`config.mk`:
```
export PLATFORM = sky130hd
export DESIGN_NAME = i2c_master_bit_engine_core
export DESIGN_NICKNAME = d
export VERILOG_FILES = /design/src/rtl/core/i2cm_pkg.sv /design/src/rtl/core/i2cm_front.sv /design/src/rtl/core/i2cm_queue.sv /design/src/rtl/core/i2cm_seq.sv /design/src/rtl/core/i2c_master_bit_engine_core.sv
export SDC_FILE = /design/constraint.sdc
export NUM_CORES = 1
export LEC_CHECK = 0
export BUFFER_PORTS_ARGS = -buffer_cell sky130_fd_sc_hd__buf_2
export CORE_AREA = 10 10 101 103
export DETAILED_ROUTE_END_ITERATION = 8
export DIE_AREA = 0 0 111 113
export GPL_TIMING_DRIVEN = 1
export HOLD_SLACK_MARGIN = 0.06
export PLACE_DENSITY = 0.78
export SETUP_SLACK_MARGIN = 0.02
export SLEW_MARGIN = 20
export SYNTH_ARGS = -nofsm -noshare
export SYNTH_HDL_FRONTEND = slang
export SYNTH_HIERARCHICAL = 1
export SYNTH_SLANG_ARGS = --single-unit
```
`constraint.sdc`:
```
create_clock -name aclk -period 8 [get_ports aclk]
set_input_delay 1.6 -clock aclk [delete_from_list [all_inputs] [get_ports aclk]]
set_output_delay 1.6 -clock aclk [all_outputs]
set_load 0.01 [all_outputs]
```
`src/rtl/core/i2cm_pkg.sv`:
```
// ----------------------------------------------------------------------------
// i2cm_pkg: shared types and constants of the I2C master bit engine
// Command kinds, the queue entry carried from front to back, and widths.
// ----------------------------------------------------------------------------
package i2cm_pkg;

    localparam int OP_W          = 3;
    localparam int BYTE_W        = 8;
    localparam int LIMIT_W       = 4;
    localparam int IDX_W         = 4;
    localparam int IN_TDATA_W    = 16;
    localparam int OUT_TDATA_W   = 16;
    localparam int QUEUE_DEPTH   = 2;
    localparam int QPTR_W        = $clog2(QUEUE_DEPTH);
    localparam int QCNT_W        = $clog2(QUEUE_DEPTH + 1);

    localparam logic [LIMIT_W-1:0] ACK_LIMIT_RESET = 4'd4;
    localparam logic [IDX_W-1:0]   BITS_PER_BYTE   = 4'd8;

    // operation codes as they arrive on the input channel
    localparam logic [OP_W-1:0] OP_TICK  = 3'd0;
    localparam logic [OP_W-1:0] OP_START = 3'd1;
    localparam logic [OP_W-1:0] OP_STOP  = 3'd2;
    localparam logic [OP_W-1:0] OP_WRITE = 3'd3;
    localparam logic [OP_W-1:0] OP_READ  = 3'd4;

    typedef enum logic [2:0] {
        CMD_TICK,
        CMD_START,
        CMD_STOP,
        CMD_WRITE,
        CMD_READ
    } cmd_t;

    typedef struct packed {
        cmd_t              cmd;
        logic [BYTE_W-1:0] write_data;
        logic              send_nack;
        logic              sda_level;
    } q_entry_t;

    typedef struct packed {
        logic empty;
        logic full;
    } q_status_t;

endpackage

```
`src/rtl/core/i2cm_front.sv`:
```
// ----------------------------------------------------------------------------
// i2cm_front: input word decode
// Accept input words while the queue has room and classify the operation.
// ----------------------------------------------------------------------------
module i2cm_front (
    input  logic [i2cm_pkg::OP_W-1:0]       s_tuser,
    input  logic [i2cm_pkg::IN_TDATA_W-1:0] s_tdata,
    input  logic                            s_tvalid,
    output logic                            s_tready,
    input  i2cm_pkg::q_status_t             q_status,
    output logic                            push,
    output i2cm_pkg::q_entry_t              push_entry
);
    import i2cm_pkg::*;

    cmd_t cmd;

    always_comb begin
        case (s_tuser)
            OP_START: cmd = CMD_START;
            OP_STOP:  cmd = CMD_STOP;
            OP_WRITE: cmd = CMD_WRITE;
            OP_READ:  cmd = CMD_READ;
            default:  cmd = CMD_TICK;   // tick only and unused codes
        endcase
    end

    assign s_tready = !q_status.full;
    assign push     = s_tvalid && !q_status.full;

    assign push_entry.cmd        = cmd;
    assign push_entry.write_data = s_tdata[BYTE_W-1:0];
    assign push_entry.send_nack  = s_tdata[BYTE_W];
    assign push_entry.sda_level  = s_tdata[BYTE_W+1];

endmodule

```
`src/rtl/core/i2cm_queue.sv`:
```
// ----------------------------------------------------------------------------
// i2cm_queue: short word queue between decode and sequencer
// Register-based FIFO; push and pop may happen in the same cycle.
// ----------------------------------------------------------------------------
module i2cm_queue (
    input  logic                aclk,
    input  logic                aresetn,
    input  logic                push,
    input  i2cm_pkg::q_entry_t  push_entry,
    input  logic                pop,
    output i2cm_pkg::q_entry_t  head_entry,
    output i2cm_pkg::q_status_t q_status
);
    import i2cm_pkg::*;

    q_entry_t              slot_reg [QUEUE_DEPTH];
    logic [QPTR_W-1:0]     wr_ptr_reg, wr_ptr_next;
    logic [QPTR_W-1:0]     rd_ptr_reg, rd_ptr_next;
    logic [QCNT_W-1:0]     count_reg,  count_next;

    localparam logic [QCNT_W-1:0] DEPTH_CNT = QCNT_W'(QUEUE_DEPTH);
    localparam logic [QPTR_W-1:0] LAST_PTR  = QPTR_W'(QUEUE_DEPTH - 1);

    always_comb begin
        wr_ptr_next = wr_ptr_reg;
        rd_ptr_next = rd_ptr_reg;
        count_next  = count_reg;
        if (push) begin
            wr_ptr_next = (wr_ptr_reg == LAST_PTR) ? '0 : wr_ptr_reg + 1'b1;
        end
        if (pop) begin
            rd_ptr_next = (rd_ptr_reg == LAST_PTR) ? '0 : rd_ptr_reg + 1'b1;
        end
        case ({push, pop})
            2'b10:   count_next = count_reg + 1'b1;
            2'b01:   count_next = count_reg - 1'b1;
            default: count_next = count_reg;
        endcase
    end

    always_ff @(posedge aclk) begin
        if (!aresetn) begin
            wr_ptr_reg <= '0;
            rd_ptr_reg <= '0;
            count_reg  <= '0;
        end else begin
            wr_ptr_reg <= wr_ptr_next;
            rd_ptr_reg <= rd_ptr_next;
            count_reg  <= count_next;
        end
    end

    always_ff @(posedge aclk) begin
        if (push) begin
            slot_reg[wr_ptr_reg] <= push_entry;
        end
    end

    assign head_entry     = slot_reg[rd_ptr_reg];
    assign q_status.empty = (count_reg == '0);
    assign q_status.full  = (count_reg == DEPTH_CNT);

endmodule

```
`src/rtl/core/i2cm_seq.sv`:
```
// ----------------------------------------------------------------------------
// i2cm_seq: I2C pin sequencer and result register
// Advance the bus sequence one quarter tick per word and register the result.
// ----------------------------------------------------------------------------
module i2cm_seq (
    input  logic                             aclk,
    input  logic                             aresetn,
    input  logic                             cfg_wr_en,
    input  logic [i2cm_pkg::LIMIT_W-1:0]     cfg_wr_data,
    input  i2cm_pkg::q_entry_t               head_entry,
    input  i2cm_pkg::q_status_t              q_status,
    output logic                             pop,
    output logic                             m_tvalid,
    input  logic                             m_tready,
    output logic [i2cm_pkg::OUT_TDATA_W-1:0] m_tdata
);
    import i2cm_pkg::*;

    typedef enum logic [3:0] {
        S_IDLE, S_START_A, S_START_B, S_START_C,
        S_STOP_A, S_STOP_B, S_STOP_C,
        S_WR_LOW, S_WR_HIGH, S_ACK_LOW, S_ACK_HIGH, S_ACK_POLL,
        S_RD_LOW, S_RD_HIGH, S_RA_HIGH, S_FINAL_LOW
    } seq_state_t;

    seq_state_t           state_reg, state_next;
    logic [IDX_W-1:0]     bit_idx_reg, bit_idx_next;
    logic [BYTE_W-1:0]    shift_reg, shift_next;
    logic                 phase_reg, phase_next;
    logic [LIMIT_W-1:0]   poll_cnt_reg, poll_cnt_next;
    logic                 scl_reg, scl_next;
    logic                 sda_en_reg, sda_en_next;
    logic                 sda_out_reg, sda_out_next;
    logic                 pend_nack_reg, pend_nack_next;
    logic [BYTE_W-1:0]    rd_byte_reg, rd_byte_next;
    logic                 nack_reg, nack_next;
    logic [LIMIT_W-1:0]   limit_reg;
    logic                 busy_next, done_next;
    logic                 out_valid_reg;
    logic [OUT_TDATA_W-1:0] out_data_reg;
    logic                 run_half;
    logic                 sda_in;

    assign sda_in = head_entry.sda_level;
    assign pop    = !q_status.empty && (!out_valid_reg || m_tready);

    always_comb begin
        state_next     = state_reg;
        bit_idx_next   = bit_idx_reg;
        shift_next     = shift_reg;
        phase_next     = phase_reg;
        poll_cnt_next  = poll_cnt_reg;
        scl_next       = scl_reg;
        sda_en_next    = sda_en_reg;
        sda_out_next   = sda_out_reg;
        pend_nack_next = pend_nack_reg;
        rd_byte_next   = rd_byte_reg;
        nack_next      = nack_reg;
        busy_next      = 1'b0;
        done_next      = 1'b0;
        run_half       = 1'b1;

        // launch a command only from idle
        if (state_next == S_IDLE) begin
            phase_next = 1'b0;
            case (head_entry.cmd)
                CMD_START: state_next = S_START_A;
                CMD_STOP:  state_next = S_STOP_A;
                CMD_WRITE: begin
                    state_next   = S_WR_LOW;
                    shift_next   = head_entry.write_data;
                    bit_idx_next = BITS_PER_BYTE;
                end
                CMD_READ: begin
                    state_next     = S_RD_LOW;
                    shift_next     = '0;
                    bit_idx_next   = '0;
                    pend_nack_next = head_entry.send_nack;
                end
                default: state_next = S_IDLE;
            endcase
        end

        if (state_next != S_IDLE) begin
            busy_next = 1'b1;
            // ACK poll holds SCL high until ACK or the limit
            if (state_next == S_ACK_POLL) begin
                if (!sda_in || (poll_cnt_next >= limit_reg)) begin
                    nack_next  = sda_in;
                    state_next = S_FINAL_LOW;
                    phase_next = 1'b0;
                end else begin
                    poll_cnt_next = poll_cnt_next + 1'b1;
                    run_half      = 1'b0;
                end
            end
            if (run_half) begin
                if (!phase_next) begin
                    // first tick of a half step: SDA settings and sampling
                    phase_next = 1'b1;
                    case (state_next)
                        S_START_B: begin
                            sda_en_next  = 1'b1;
                            sda_out_next = 1'b1;
                        end
                        S_START_C: sda_out_next = 1'b0;
                        S_STOP_B: begin
                            sda_en_next  = 1'b1;
                            sda_out_next = 1'b0;
                        end
                        S_STOP_C:   sda_out_next = 1'b1;
                        S_WR_LOW:   sda_en_next  = 1'b1;
                        S_WR_HIGH: begin
                            sda_out_next = shift_next[BYTE_W-1];
                            shift_next   = {shift_next[BYTE_W-2:0], 1'b0};
                        end
                        S_ACK_HIGH: sda_en_next = 1'b0;
                        S_RD_LOW: begin
                            sda_en_next = 1'b0;
                            if (bit_idx_next >= IDX_W'(1) &&
                                bit_idx_next <= BITS_PER_BYTE) begin
                                shift_next = {shift_next[BYTE_W-2:0], sda_in};
                                if (bit_idx_next == BITS_PER_BYTE) begin
                                    rd_byte_next = shift_next;
                                end
                            end
                        end
                        S_RA_HIGH: begin
                            sda_en_next  = 1'b1;
                            sda_out_next = pend_nack_next;
                        end
                        default: ;
                    endcase
                end else begin
                    // second tick: SCL edge, then move on
                    phase_next = 1'b0;
                    case (state_next)
                        S_START_B, S_STOP_B, S_STOP_C, S_WR_HIGH,
                        S_ACK_HIGH, S_RD_HIGH, S_RA_HIGH: scl_next = 1'b1;
                        default:                          scl_next = 1'b0;
                    endcase
                    case (state_next)
                        S_START_A: state_next = S_START_B;
                        S_START_B: state_next = S_START_C;
                        S_STOP_A:  state_next = S_STOP_B;
                        S_STOP_B:  state_next = S_STOP_C;
                        S_WR_LOW:  state_next = S_WR_HIGH;
                        S_WR_HIGH: begin
                            bit_idx_next = bit_idx_next - 1'b1;
                            state_next   = (bit_idx_next == '0) ? S_ACK_LOW : S_WR_LOW;
                        end
                        S_ACK_LOW: state_next = S_ACK_HIGH;
                        S_ACK_HIGH: begin
                            poll_cnt_next = '0;
                            state_next    = S_ACK_POLL;
                        end
                        S_RD_LOW: begin
                            if (bit_idx_next < BITS_PER_BYTE) begin
                                state_next = S_RD_HIGH;
                            end else if (bit_idx_next == BITS_PER_BYTE) begin
                                bit_idx_next = BITS_PER_BYTE + 1'b1;
                            end else begin
                                state_next = S_RA_HIGH;
                            end
                        end
                        S_RD_HIGH: begin
                            bit_idx_next = bit_idx_next + 1'b1;
                            state_next   = S_RD_LOW;
                        end
                        S_RA_HIGH: state_next = S_FINAL_LOW;
                        default: begin
                            state_next = S_IDLE;
                            done_next  = 1'b1;
                        end
                    endcase
                end
            end
        end
    end

    always_ff @(posedge aclk) begin
        if (!aresetn) begin
            state_reg     <= S_IDLE;
            bit_idx_reg   <= '0;
            shift_reg     <= '0;
            phase_reg     <= 1'b0;
            poll_cnt_reg  <= '0;
            scl_reg       <= 1'b1;
            sda_en_reg    <= 1'b0;
            sda_out_reg   <= 1'b1;
            pend_nack_reg <= 1'b0;
            rd_byte_reg   <= '0;
            nack_reg      <= 1'b0;
            limit_reg     <= ACK_LIMIT_RESET;
            out_valid_reg <= 1'b0;
            out_data_reg  <= '0;
        end else begin
            if (cfg_wr_en) begin
                limit_reg <= cfg_wr_data;
            end
            if (pop) begin
                state_reg     <= state_next;
                bit_idx_reg   <= bit_idx_next;
                shift_reg     <= shift_next;
                phase_reg     <= phase_next;
                poll_cnt_reg  <= poll_cnt_next;
                scl_reg       <= scl_next;
                sda_en_reg    <= sda_en_next;
                sda_out_reg   <= sda_out_next;
                pend_nack_reg <= pend_nack_next;
                rd_byte_reg   <= rd_byte_next;
                nack_reg      <= nack_next;
                out_valid_reg <= 1'b1;
                // result word, highest bit first
                out_data_reg  <= {2'b00, nack_next, rd_byte_next, done_next, busy_next,
                                  sda_out_next, sda_en_next, scl_next};
            end else if (m_tready) begin
                out_valid_reg <= 1'b0;
            end
        end
    end

    assign m_tvalid = out_valid_reg;
    assign m_tdata  = out_data_reg;

endmodule

```
`src/rtl/core/i2c_master_bit_engine_core.sv`:
```
// ----------------------------------------------------------------------------
// i2c_master_bit_engine_core: I2C master pin sequencer
// Quarter-tick driven start/stop/write/read sequencer with stream ports.
// ----------------------------------------------------------------------------
// Each input word is one quarter period of the I2C bus: it carries the SDA
// level sampled in that quarter and, when the engine is idle, a command
// (start, stop, write byte, read byte; other codes are plain ticks). Every
// input word yields exactly one result word with the SCL level and SDA drive
// for that quarter, busy/done flags, the last read byte and the last ACK
// result. The engine takes one word per clock cycle while the result channel is
// not stalled. When the output register is free, a word accepted on the input is
// written into the queue, popped from there into the sequencer, and its result
// word is then held on m_tdata until the result channel takes it.
// While m_tready holds off, the result register and the two-entry queue fill
// and s_tready drops once three words are pending. The ack_poll_limit register
// (reset 4) is written through cfg_wr_en/cfg_wr_data and must only change
// while no word is in flight. Multi-byte transfers and the stop after a final
// read are issued by the host.
module i2c_master_bit_engine_core (
    input  logic                             aclk,
    input  logic                             aresetn,
    // configuration: ack_poll_limit
    input  logic                             cfg_wr_en,
    input  logic [i2cm_pkg::LIMIT_W-1:0]     cfg_wr_data,
    // input channel
    input  logic                             s_tvalid,
    output logic                             s_tready,
    // [7:0] write_data, [8] send_nack, [9] sda_level, [15:10] zero
    input  logic [i2cm_pkg::IN_TDATA_W-1:0]  s_tdata,
    // [2:0] operation
    input  logic [i2cm_pkg::OP_W-1:0]        s_tuser,
    // result channel
    output logic                             m_tvalid,
    input  logic                             m_tready,
    // [0] scl_level, [1] sda_drive_enable, [2] sda_drive_level, [3] busy_res,
    // [4] done_res, [12:5] read_data, [13] nack_seen, [15:14] zero
    output logic [i2cm_pkg::OUT_TDATA_W-1:0] m_tdata
);
    import i2cm_pkg::*;

    logic      push;
    logic      pop;
    q_entry_t  push_entry;
    q_entry_t  head_entry;
    q_status_t q_status;

    // front: accept and classify words
    i2cm_front u_front (
        .s_tuser    (s_tuser),
        .s_tdata    (s_tdata),
        .s_tvalid   (s_tvalid),
        .s_tready   (s_tready),
        .q_status   (q_status),
        .push       (push),
        .push_entry (push_entry)
    );

    // queue: let front and sequencer stall independently
    i2cm_queue u_queue (
        .aclk       (aclk),
        .aresetn    (aresetn),
        .push       (push),
        .push_entry (push_entry),
        .pop        (pop),
        .head_entry (head_entry),
        .q_status   (q_status)
    );

    // back: run the bus sequence and hold the result word
    i2cm_seq u_seq (
        .aclk        (aclk),
        .aresetn     (aresetn),
        .cfg_wr_en   (cfg_wr_en),
        .cfg_wr_data (cfg_wr_data),
        .head_entry  (head_entry),
        .q_status    (q_status),
        .pop         (pop),
        .m_tvalid    (m_tvalid),
        .m_tready    (m_tready),
        .m_tdata     (m_tdata)
    );

endmodule

```
Yosys cells after proc, flatten, opt, wreduce, memory -nomap -nowiden

Memories as Yosys holds them, arrays and structs flattened. A register that Yosys moved wholly into a read port is not among the register bits.
Cells that the tools add are included.

Add/sub/neg operators: 7
Magnitude comparators: 4
Eq/ne operators: 26
Muxes and demuxes: 80
Reductions and logical operators: 22

Operators by type and width:

| operator                                                                             | number |
|---|---|
| 8-bit two-way mux                                                                    | 11 |
| 4-bit two-way mux                                                                    | 21 |
| 4-bit one-hot mux with 11 select lines                                               | 1 |
| 1-bit two-way mux                                                                    | 38 |
| 4-bit == test (second input constant)                                                | 8 |
| 8-bit one-hot mux with 2 select lines                                                | 2 |
| 4-bit by 3-bit == test with 1-bit output (second input constant)                     | 4 |
| 4-bit one-hot mux with 4 select lines                                                | 1 |
| 3-bit by 2-bit == test with 1-bit output (second input constant)                     | 4 |
| 3-bit one-hot mux with 4 select lines                                                | 1 |
| 4-bit one-hot mux with 3 select lines                                                | 1 |
| 11-bit OR reduction                                                                  | 1 |
| 4-bit by 1-bit adder with 4-bit output (second input constant)                       | 2 |
| 4-bit by 2-bit == test with 1-bit output (second input constant)                     | 2 |
| 4-bit logical NOT                                                                    | 2 |
| 4-bit one-hot mux with 2 select lines                                                | 1 |
| 7-bit OR reduction                                                                   | 1 |
| 3-bit by 1-bit == test with 1-bit output (second input constant)                     | 2 |
| 3-bit == test (second input constant)                                                | 2 |
| 2-bit OR reduction                                                                   | 3 |
| 2-bit == test (second input constant)                                                | 2 |
| 4-bit by 1-bit == test with 1-bit output (second input constant)                     | 1 |
| 4-bit by 1-bit greater-or-equal comparator with 1-bit output (second input constant) | 1 |
| 4-bit greater-or-equal comparator                                                    | 1 |
| 18 further kinds                                                                     | 26 |

Bits in registers: 57
RAM bits: 26
Bits of input ports: 28
Output and inout bits: 18
Memories kept: 1

Memories:

| name             | depth | width | read ports | clocked after Yosys merged registers in | wr ports | RTL line         | RTL |
|---|---|---|---|---|---|---|---|
| u_queue.slot_reg | 2     | 13    | 1          | 1                                       | 1        | i2cm_queue.sv:16 | `q_entry_t slot_reg [QUEUE_DEPTH];` |

Longest topological paths before layout

Gate-level depths: netlist (run 1).

Depth in word-level cells: 12
Gate-level depth with buffers: 14

Modules after synthesis

The synthesis (run 1) kept the hierarchy.

Modules (own cells, without submodules):

| module     | times used | cells each | area each (µm²) | sequential area each (µm²) |
|---|---|---|---|---|
| i2cm_seq   | 1          | 380        | 3037.9          | 860.8 |
| i2cm_queue | 1          | 62         | 1148.6          | 880.8 |
| i2cm_front | 1          | 15         | 115.1           | 0.0 |

Worst setup path before layout (run 1)

No wires, ideal clock.

Path kind: reg2reg
Start point: reg with a tool-made name
End point: reg u_seq.out_data_reg[12] (netlist: u_seq/m_tdata[12])
Setup time: 0.070 ns
Arrival: 3.315 ns
Path slack: 4.615 ns
Cell stages (with the launch flop): 14
Buffers on the path: 3
Clock period less this slack: 3.385 ns
Path through: dfxtp_1 > buf_2 > mux2_2 > clkbuf_1 > nor3b_1 > o21ai_1 > clkbuf_1 > nand2_1 > ha_1 > o21ai_1 > nor2_4 > nand3_4 > or4b_1 > a21oi_1

RTL lines:

| item                   | RTL line        | RTL |
|---|---|---|
| end signal: assignment | i2cm_seq.sv:215 | `out_data_reg <= {2'b00, nack_next, rd_byte_next, done_next, busy_next,` |
| end: declaration       | i2cm_seq.sv:40  | `logic [OUT_TDATA_W-1:0] out_data_reg;` |

Worst setup path after layout (run 1)

Start point: in m_tready
End point: reg u_seq.out_data_reg[12] (netlist: u_seq/m_tdata[12])

Longest elaborated chain between the ends: 2

RTL lines:

| item               | RTL line                         | RTL |
|---|---|---|
| start: declaration | i2c_master_bit_engine_core.sv:34 | `input logic m_tready,` |
| 1-bit logical OR   | i2cm_seq.sv:45                   | `assign pop = !q_status.empty && (!out_valid_reg \|\| m_tready);` |
| 1-bit logical AND  | i2cm_seq.sv:45                   |  |
| named net pop      | i2c_master_bit_engine_core.sv:42 | `logic pop;` |

The timed path passes the listed nets, and every way through them passes these cells.
A chain may end at the register's enable or synchronous reset.

==> reports/qor.txt, run 1 <==
initial core utilization: 52.88%
Max clock buf depth: 2
Yosys cell types: 76
Worst path max stage delay: 0.77 ns
Synth warnings: 6
cell mode on critical path: nand2b_1
RSZ-0062 raised after global routing: no
largest net degree at the start of global routing: 29
top post-synthesis cells by count: dfxtp_1 (48), nand2_1 (35), nor2_1 (35)
nets@finish: 511
all-layer global routing usage: 16.31%
initial antenna violation count: 0
CP max FO: 24
total CTS buffers: 9
Post-Synthesis Cells: 457
CP Capture Type: flop
routed len/inst: 18.33 um
Clk pin slew, worst setup/hold paths: 0.08 ns
critical path cell sequence: buf_2, nand2b_1, nand2b_1, inv_1, nand2_1, nor3_4, nand3_4, or4b_1, a21oi_1
Post-CTS Hold Buffers: 0
Yosys reg bits: 74
Post CTS Setup Buffer Count: 0
number of synthesized flops with an enable pin: 26
Post-Syn Area: 4302 sq um
Filler cells: 701
final setup vio count: 0
Main synth FF type: dfxtp_1
Die ar.: 12540 sq um
asr flop ratio synth: 0%
Final ANT Viol Nets: 0
vias in the first global route: 3590
Tmin final: 4.646 ns
Hold Path Class: reg2reg
LEAKAGE: 1.820 nW
status: complete, no violations
drt pass-1 iters: 7
placement-stage cell area: 4438 sq um
CP required: 8.28 ns
core area: 8134 sq um
cell with the most instances after synthesis: dfxtp_1
dpl cells: 566
PwrDens: 311.1 nW/um^2
WS Path Type: in2reg
skew final: 0.01290 ns
DRC Markers: 0
Layout area overhead: 7.912%
first-pass GRT wire length: 17.37 mm
crit start category: input pin
f_max: 0.2152 GHz
# diodes: 0
Max transition margin: 30.76%
cell accounting for the most synthesized area: dfxtp_1
I/O pins: 46
Seq/Total Area, Yosys: 40.49%
worst hold slack: 0.4534 ns
share of cells above drive strength 1: 21.38%
Synth Area per Inst: 9.413 sq um
TritonCTS clock tree: built
CP max stage cell: inv_1
Starting DRT DRC Count: 432
Layout Cells excl Fill: 582
Die Ht: 113 um
Clock Sinks: 74
HPWL Detailed: 7.573 mm
final worst-path cycle share: 58.08%
via/cell ratio: 6.254
Post-Route WL: 10.67 mm
actual slew at the worst max-slew pin: 1.039 ns
gp weighted congestion: 0.9576
site row count: 33
top cells by area, synth: dfxtp_1 (22%), edfxtp_1 (18%), mux2_2 (4.2%)
post-cts resize count: 0
max FFs per register: 26
max cap viols: 0
setup_tns: 0 ns
Max IR drop VDD: 0.2593 mV
register area: 1742 sq um
Clk Latency, worst-skew pair: 0.36 ns
final instance area: 4642 sq um
CTS root buf: clkbuf_8
PortBufs: 37
Multi-input gate area: 2300 sq um
routed vias: 3640
arrival time worst endpoint: 4.93 ns
die width: 111 um
top-area cell type share of the netlist area: 22.34%
Congestion Overflow GR: 0
Slew Viols, Final: 0
final hold violation count: 0
H-tree depth: 3
-- metal layers --
metal / track usage [%] / up-vias / share of wire [%]
li1: - / 1711 / -
met1: 19.46 / 1726 / 42
met2: 26.49 / 176 / 48
met3: 4.966 / 27 / 8.5
met4: 7.378 / 0 / 2.2
met5: 0 / - / 0
-- logic make-up after synthesis --
family	Yosys count	synth area share, %
buffers and inverters	54	6.196
AOI/OAI and AO/OA	131	21.82
muxes	30	7.446
other	1	0.08718
DFF	74	40.49
xor gates and xnor gates	8	1.629
and+or+nand+nor	148	19.14
adders and majority gates	11	3.199
-- final timing paths --
check	startpoint	endpoint	cells after the start	slack (ns)
worst max-delay path	m_tready	u_seq/m_tdata[12]	9	3.35
worst min-delay path	u_seq/m_tdata[0]	u_seq/m_tdata[0]	2	0.45
worst max register to register	flop	u_seq/shift_reg[5]	12	4.09
worst min register to register	u_seq/m_tdata[0]	u_seq/m_tdata[0]	2	0.45
-- metrics by stage --
step	setup WS (ns)	util (%)	power, mW
after floorplan	4.615	-	0.9819
after global placement	3.110	54.56	1.118
after detailed placement	3.076	54.56	1.132
after CTS	3.456	57.04	1.430
after global routing	3.115	57.07	1.518
final	3.354	57.07	1.444
-- worst max-delay path, delay by kind of cell --
kind	cells	cell delay, ns
compound gates	1	0.15
buf+inv	2	0.84
simple gates	6	2.32
-- placed cells by master, fill, tap and decap left out, types with 14 or more instances in the layout --
cell,instances
edfxtp_1,26
mux2i_1,14
a21oi_1,26
nor2_1,34
dfxtp_1,48
mux2_2,16
inv_1,16
nand3_1,16
buf_2,37
o21ai_0,28
nand2_1,35
-- cell type report --
cell class / count / area share [%]
inverter: 18 / 1.456
sequential: 74 / 37.52
multi-input combinational: 330 / 49.54
timing repair buffer: 39 / 4.313
tap: 105 / 2.830
clock inverter: 7 / 1.671
clock buffer: 9 / 2.668
-- report_power, final --
part	switching (mW)	internal, mW
sequential	0.0606	0.446
clock	0.155	0.147
combinational	0.398	0.238
total	0.613	0.831
No activity file was read; power rests on OpenSTA's default activity.
==> inputs of run 2 (changes only) <==
==> constraint.sdc (replaced) <==
create_clock -name aclk -period 4.9 [get_ports aclk]
set_input_delay 0.98 -clock aclk [delete_from_list [all_inputs] [get_ports aclk]]
set_output_delay 0.98 -clock aclk [all_outputs]
set_load 0.01 [all_outputs]
==> run 2 against run 1 <==
First-iteration DRC count shrank 19%; non-clock buffer count grew 5; global-route usage grew 0.25 points; wire length grew 0.89%; register-to-register slack lost 2.8 ns; utilization grew 1.2 points; die area is the same; largest cell class unchanged; largest power group unchanged.
==> reports/qor.txt, run 2 (synthesis results as in run 1) <==
status: complete, no violations
Final ANT Viol Nets: 0
Post-Route WL: 10.76 mm
setup_tns: 0 ns
CP max stage cell: nor3b_1
via/cell ratio: 6.138
LEAKAGE: 1.880 nW
worst path buffer plus inverter count: 3
commonest non-fill, non-tap cells in the layout: dfxtp_1 (48), buf_2 (37), nand2_1 (35)
Clk Latency, worst-skew pair: 0.36 ns
max FFs per register: 26
Hold Path Class: reg2reg
core area: 8134 sq um
routed len/inst: 18.33 um
most common cell after layout, fill and taps aside: dfxtp_1
DRC Markers: 0
first-pass GRT wire length: 17.60 mm
TritonCTS clock tree: built
CTS root buf: clkbuf_8
Slew Viols, Final: 0
WS Path Type: reg2reg
Clk pin slew, worst setup/hold paths: 0.08 ns
gp weighted congestion: 0.9251
Filler cells: 670
HPWL Detailed: 7.687 mm
Max clock buf depth: 2
PwrDens: 529.6 nW/um^2
worst hold slack: 0.4533 ns
Die ar.: 12540 sq um
Max transition margin: 41.46%
site row count: 33
Switching Share: 39.20%
actual slew at the worst max-slew pin: 0.8668 ns
sequential cell fraction of total power: 31.5%
combinational power share: 43.7%
final worst slack: 1.256 ns
f_max: 0.2744 GHz
all-layer global routing usage: 16.56%
post-cts resize count: 0
Congestion Overflow GR: 0
crit start category: flop
final setup vio count: 0
placement-stage cell area: 4476 sq um
cell mode on critical path: buf_4
# diodes: 0
Post CTS Setup Buffer Count: 0
CP top delay family: compound AO/OA/AOI/OAI gates
RSZ-0062 raised after global routing: no
CP Capture Type: flop
Layout area overhead: 10.24%
initial antenna violation count: 0
H-tree depth: 3
arrival time worst endpoint: 3.88 ns
final hold violation count: 0
CP required: 5.14 ns
Worst path max stage delay: 0.56 ns
total CTS buffers: 9
Place WS: 1.346 ns
CP max FO: 15
I/O pins: 46
Post-CTS Hold Buffers: 0
final instance area: 4742 sq um
nets@finish: 516
clock share of power: 24.8%
P_sw: 984.5 uW
skew final: 0.01378 ns
vias in the first global route: 3594
final worst-path cycle share: 74.37%
drt pass-1 iters: 6
critical path cell sequence: buf_4, mux2_2, nor3b_1, o21ai_1, buf_4, nand2_1, inv_1, ha_1, nand2b_1, a21oi_1, mux2i_1, a21o_1, a22o_1, a32o_1
Max IR drop VDD: 0.4090 mV
largest net degree at the start of global routing: 29
internal cell power: 1.527 mW
Clock Sinks: 74
PortBufs: 37
die width: 111 um
initial core utilization: 52.88%
Starting DRT DRC Count: 352
routed vias: 3603
share of cells above drive strength 1: 21.99%
Die Ht: 113 um
Tmin final: 3.644 ns
max cap viols: 0
==> run 2: metal layers <==
layer | track usage (%) | vias up | wire [um] | share of wire, %
li1 | - | 1724 | - | -
met1 | 19.37 | 1717 | 4538 | 42
met2 | 28.42 | 141 | 5313 | 49
met3 | 4.279 | 21 | 666 | 6.2
met4 | 6.424 | 0 | 243 | 2.3
met5 | 0 | - | 0 | 0
==> run 2: power by group through the flow <==
stage | Clock, mW | Combinational, mW | Sequential [mW]
final | 0.623 | 1.10 | 0.791
after global routing | 0.654 | 1.19 | 0.800
after CTS | 0.628 | 1.08 | 0.790
after detailed placement | 0 | 1.07 | 0.804
after global placement | 0 | 1.05 | 0.798
after floorplan | 0 | 0.809 | 0.794
==> run 2: path summary, 6_finish.rpt <==
check | startpoint | to | slack (ns) | cells past startpoint
setup / recovery | flop | u_seq/shift_reg[5] | 1.26 | 14
hold / removal | u_seq/m_tdata[0] | u_seq/m_tdata[0] | 0.45 | 2
setup reg to reg | flop | u_seq/shift_reg[5] | 1.26 | 14
hold reg to reg | u_seq/m_tdata[0] | u_seq/m_tdata[0] | 0.45 | 2
==> run 2: area by class of cell <==
type | count | area [sq um] | area share [%]
Sequential cell | 74 | 1742 | 36.73
Inverter | 18 | 67.56 | 1.425
Clock buffer | 9 | 123.9 | 2.612
Clock inverter | 7 | 140.1 | 2.955
Timing Repair Buffer | 44 | 237.7 | 5.013
Multi-Input combinational cell | 330 | 2300 | 48.50
Tap cell | 105 | 131.4 | 2.770
==> run 2: per-stage QoR <==
stage / instances / utilization [%] / total power [mW]
after CTS: 587 / 58.27 / 2.494
after global placement: 571 / 55.02 / 1.848
after detailed placement: 571 / 55.02 / 1.872
after global routing: 587 / 58.30 / 2.644
final: 587 / 58.30 / 2.511
after floorplan: 458 / - / 1.603
==> run 2: worst register-to-register path: stages, from the launching register on <==
cell	delay (ns)
dfxtp_1	0.32
buf_4	0.20
mux2_2	0.44
nor3b_1	0.56
o21ai_1	0.14
buf_4	0.23
nand2_1	0.16
inv_1	0.13
ha_1	0.20
nand2b_1	0.14
a21oi_1	0.12
mux2i_1	0.17
a21o_1	0.26
a22o_1	0.24
a32o_1	0.22
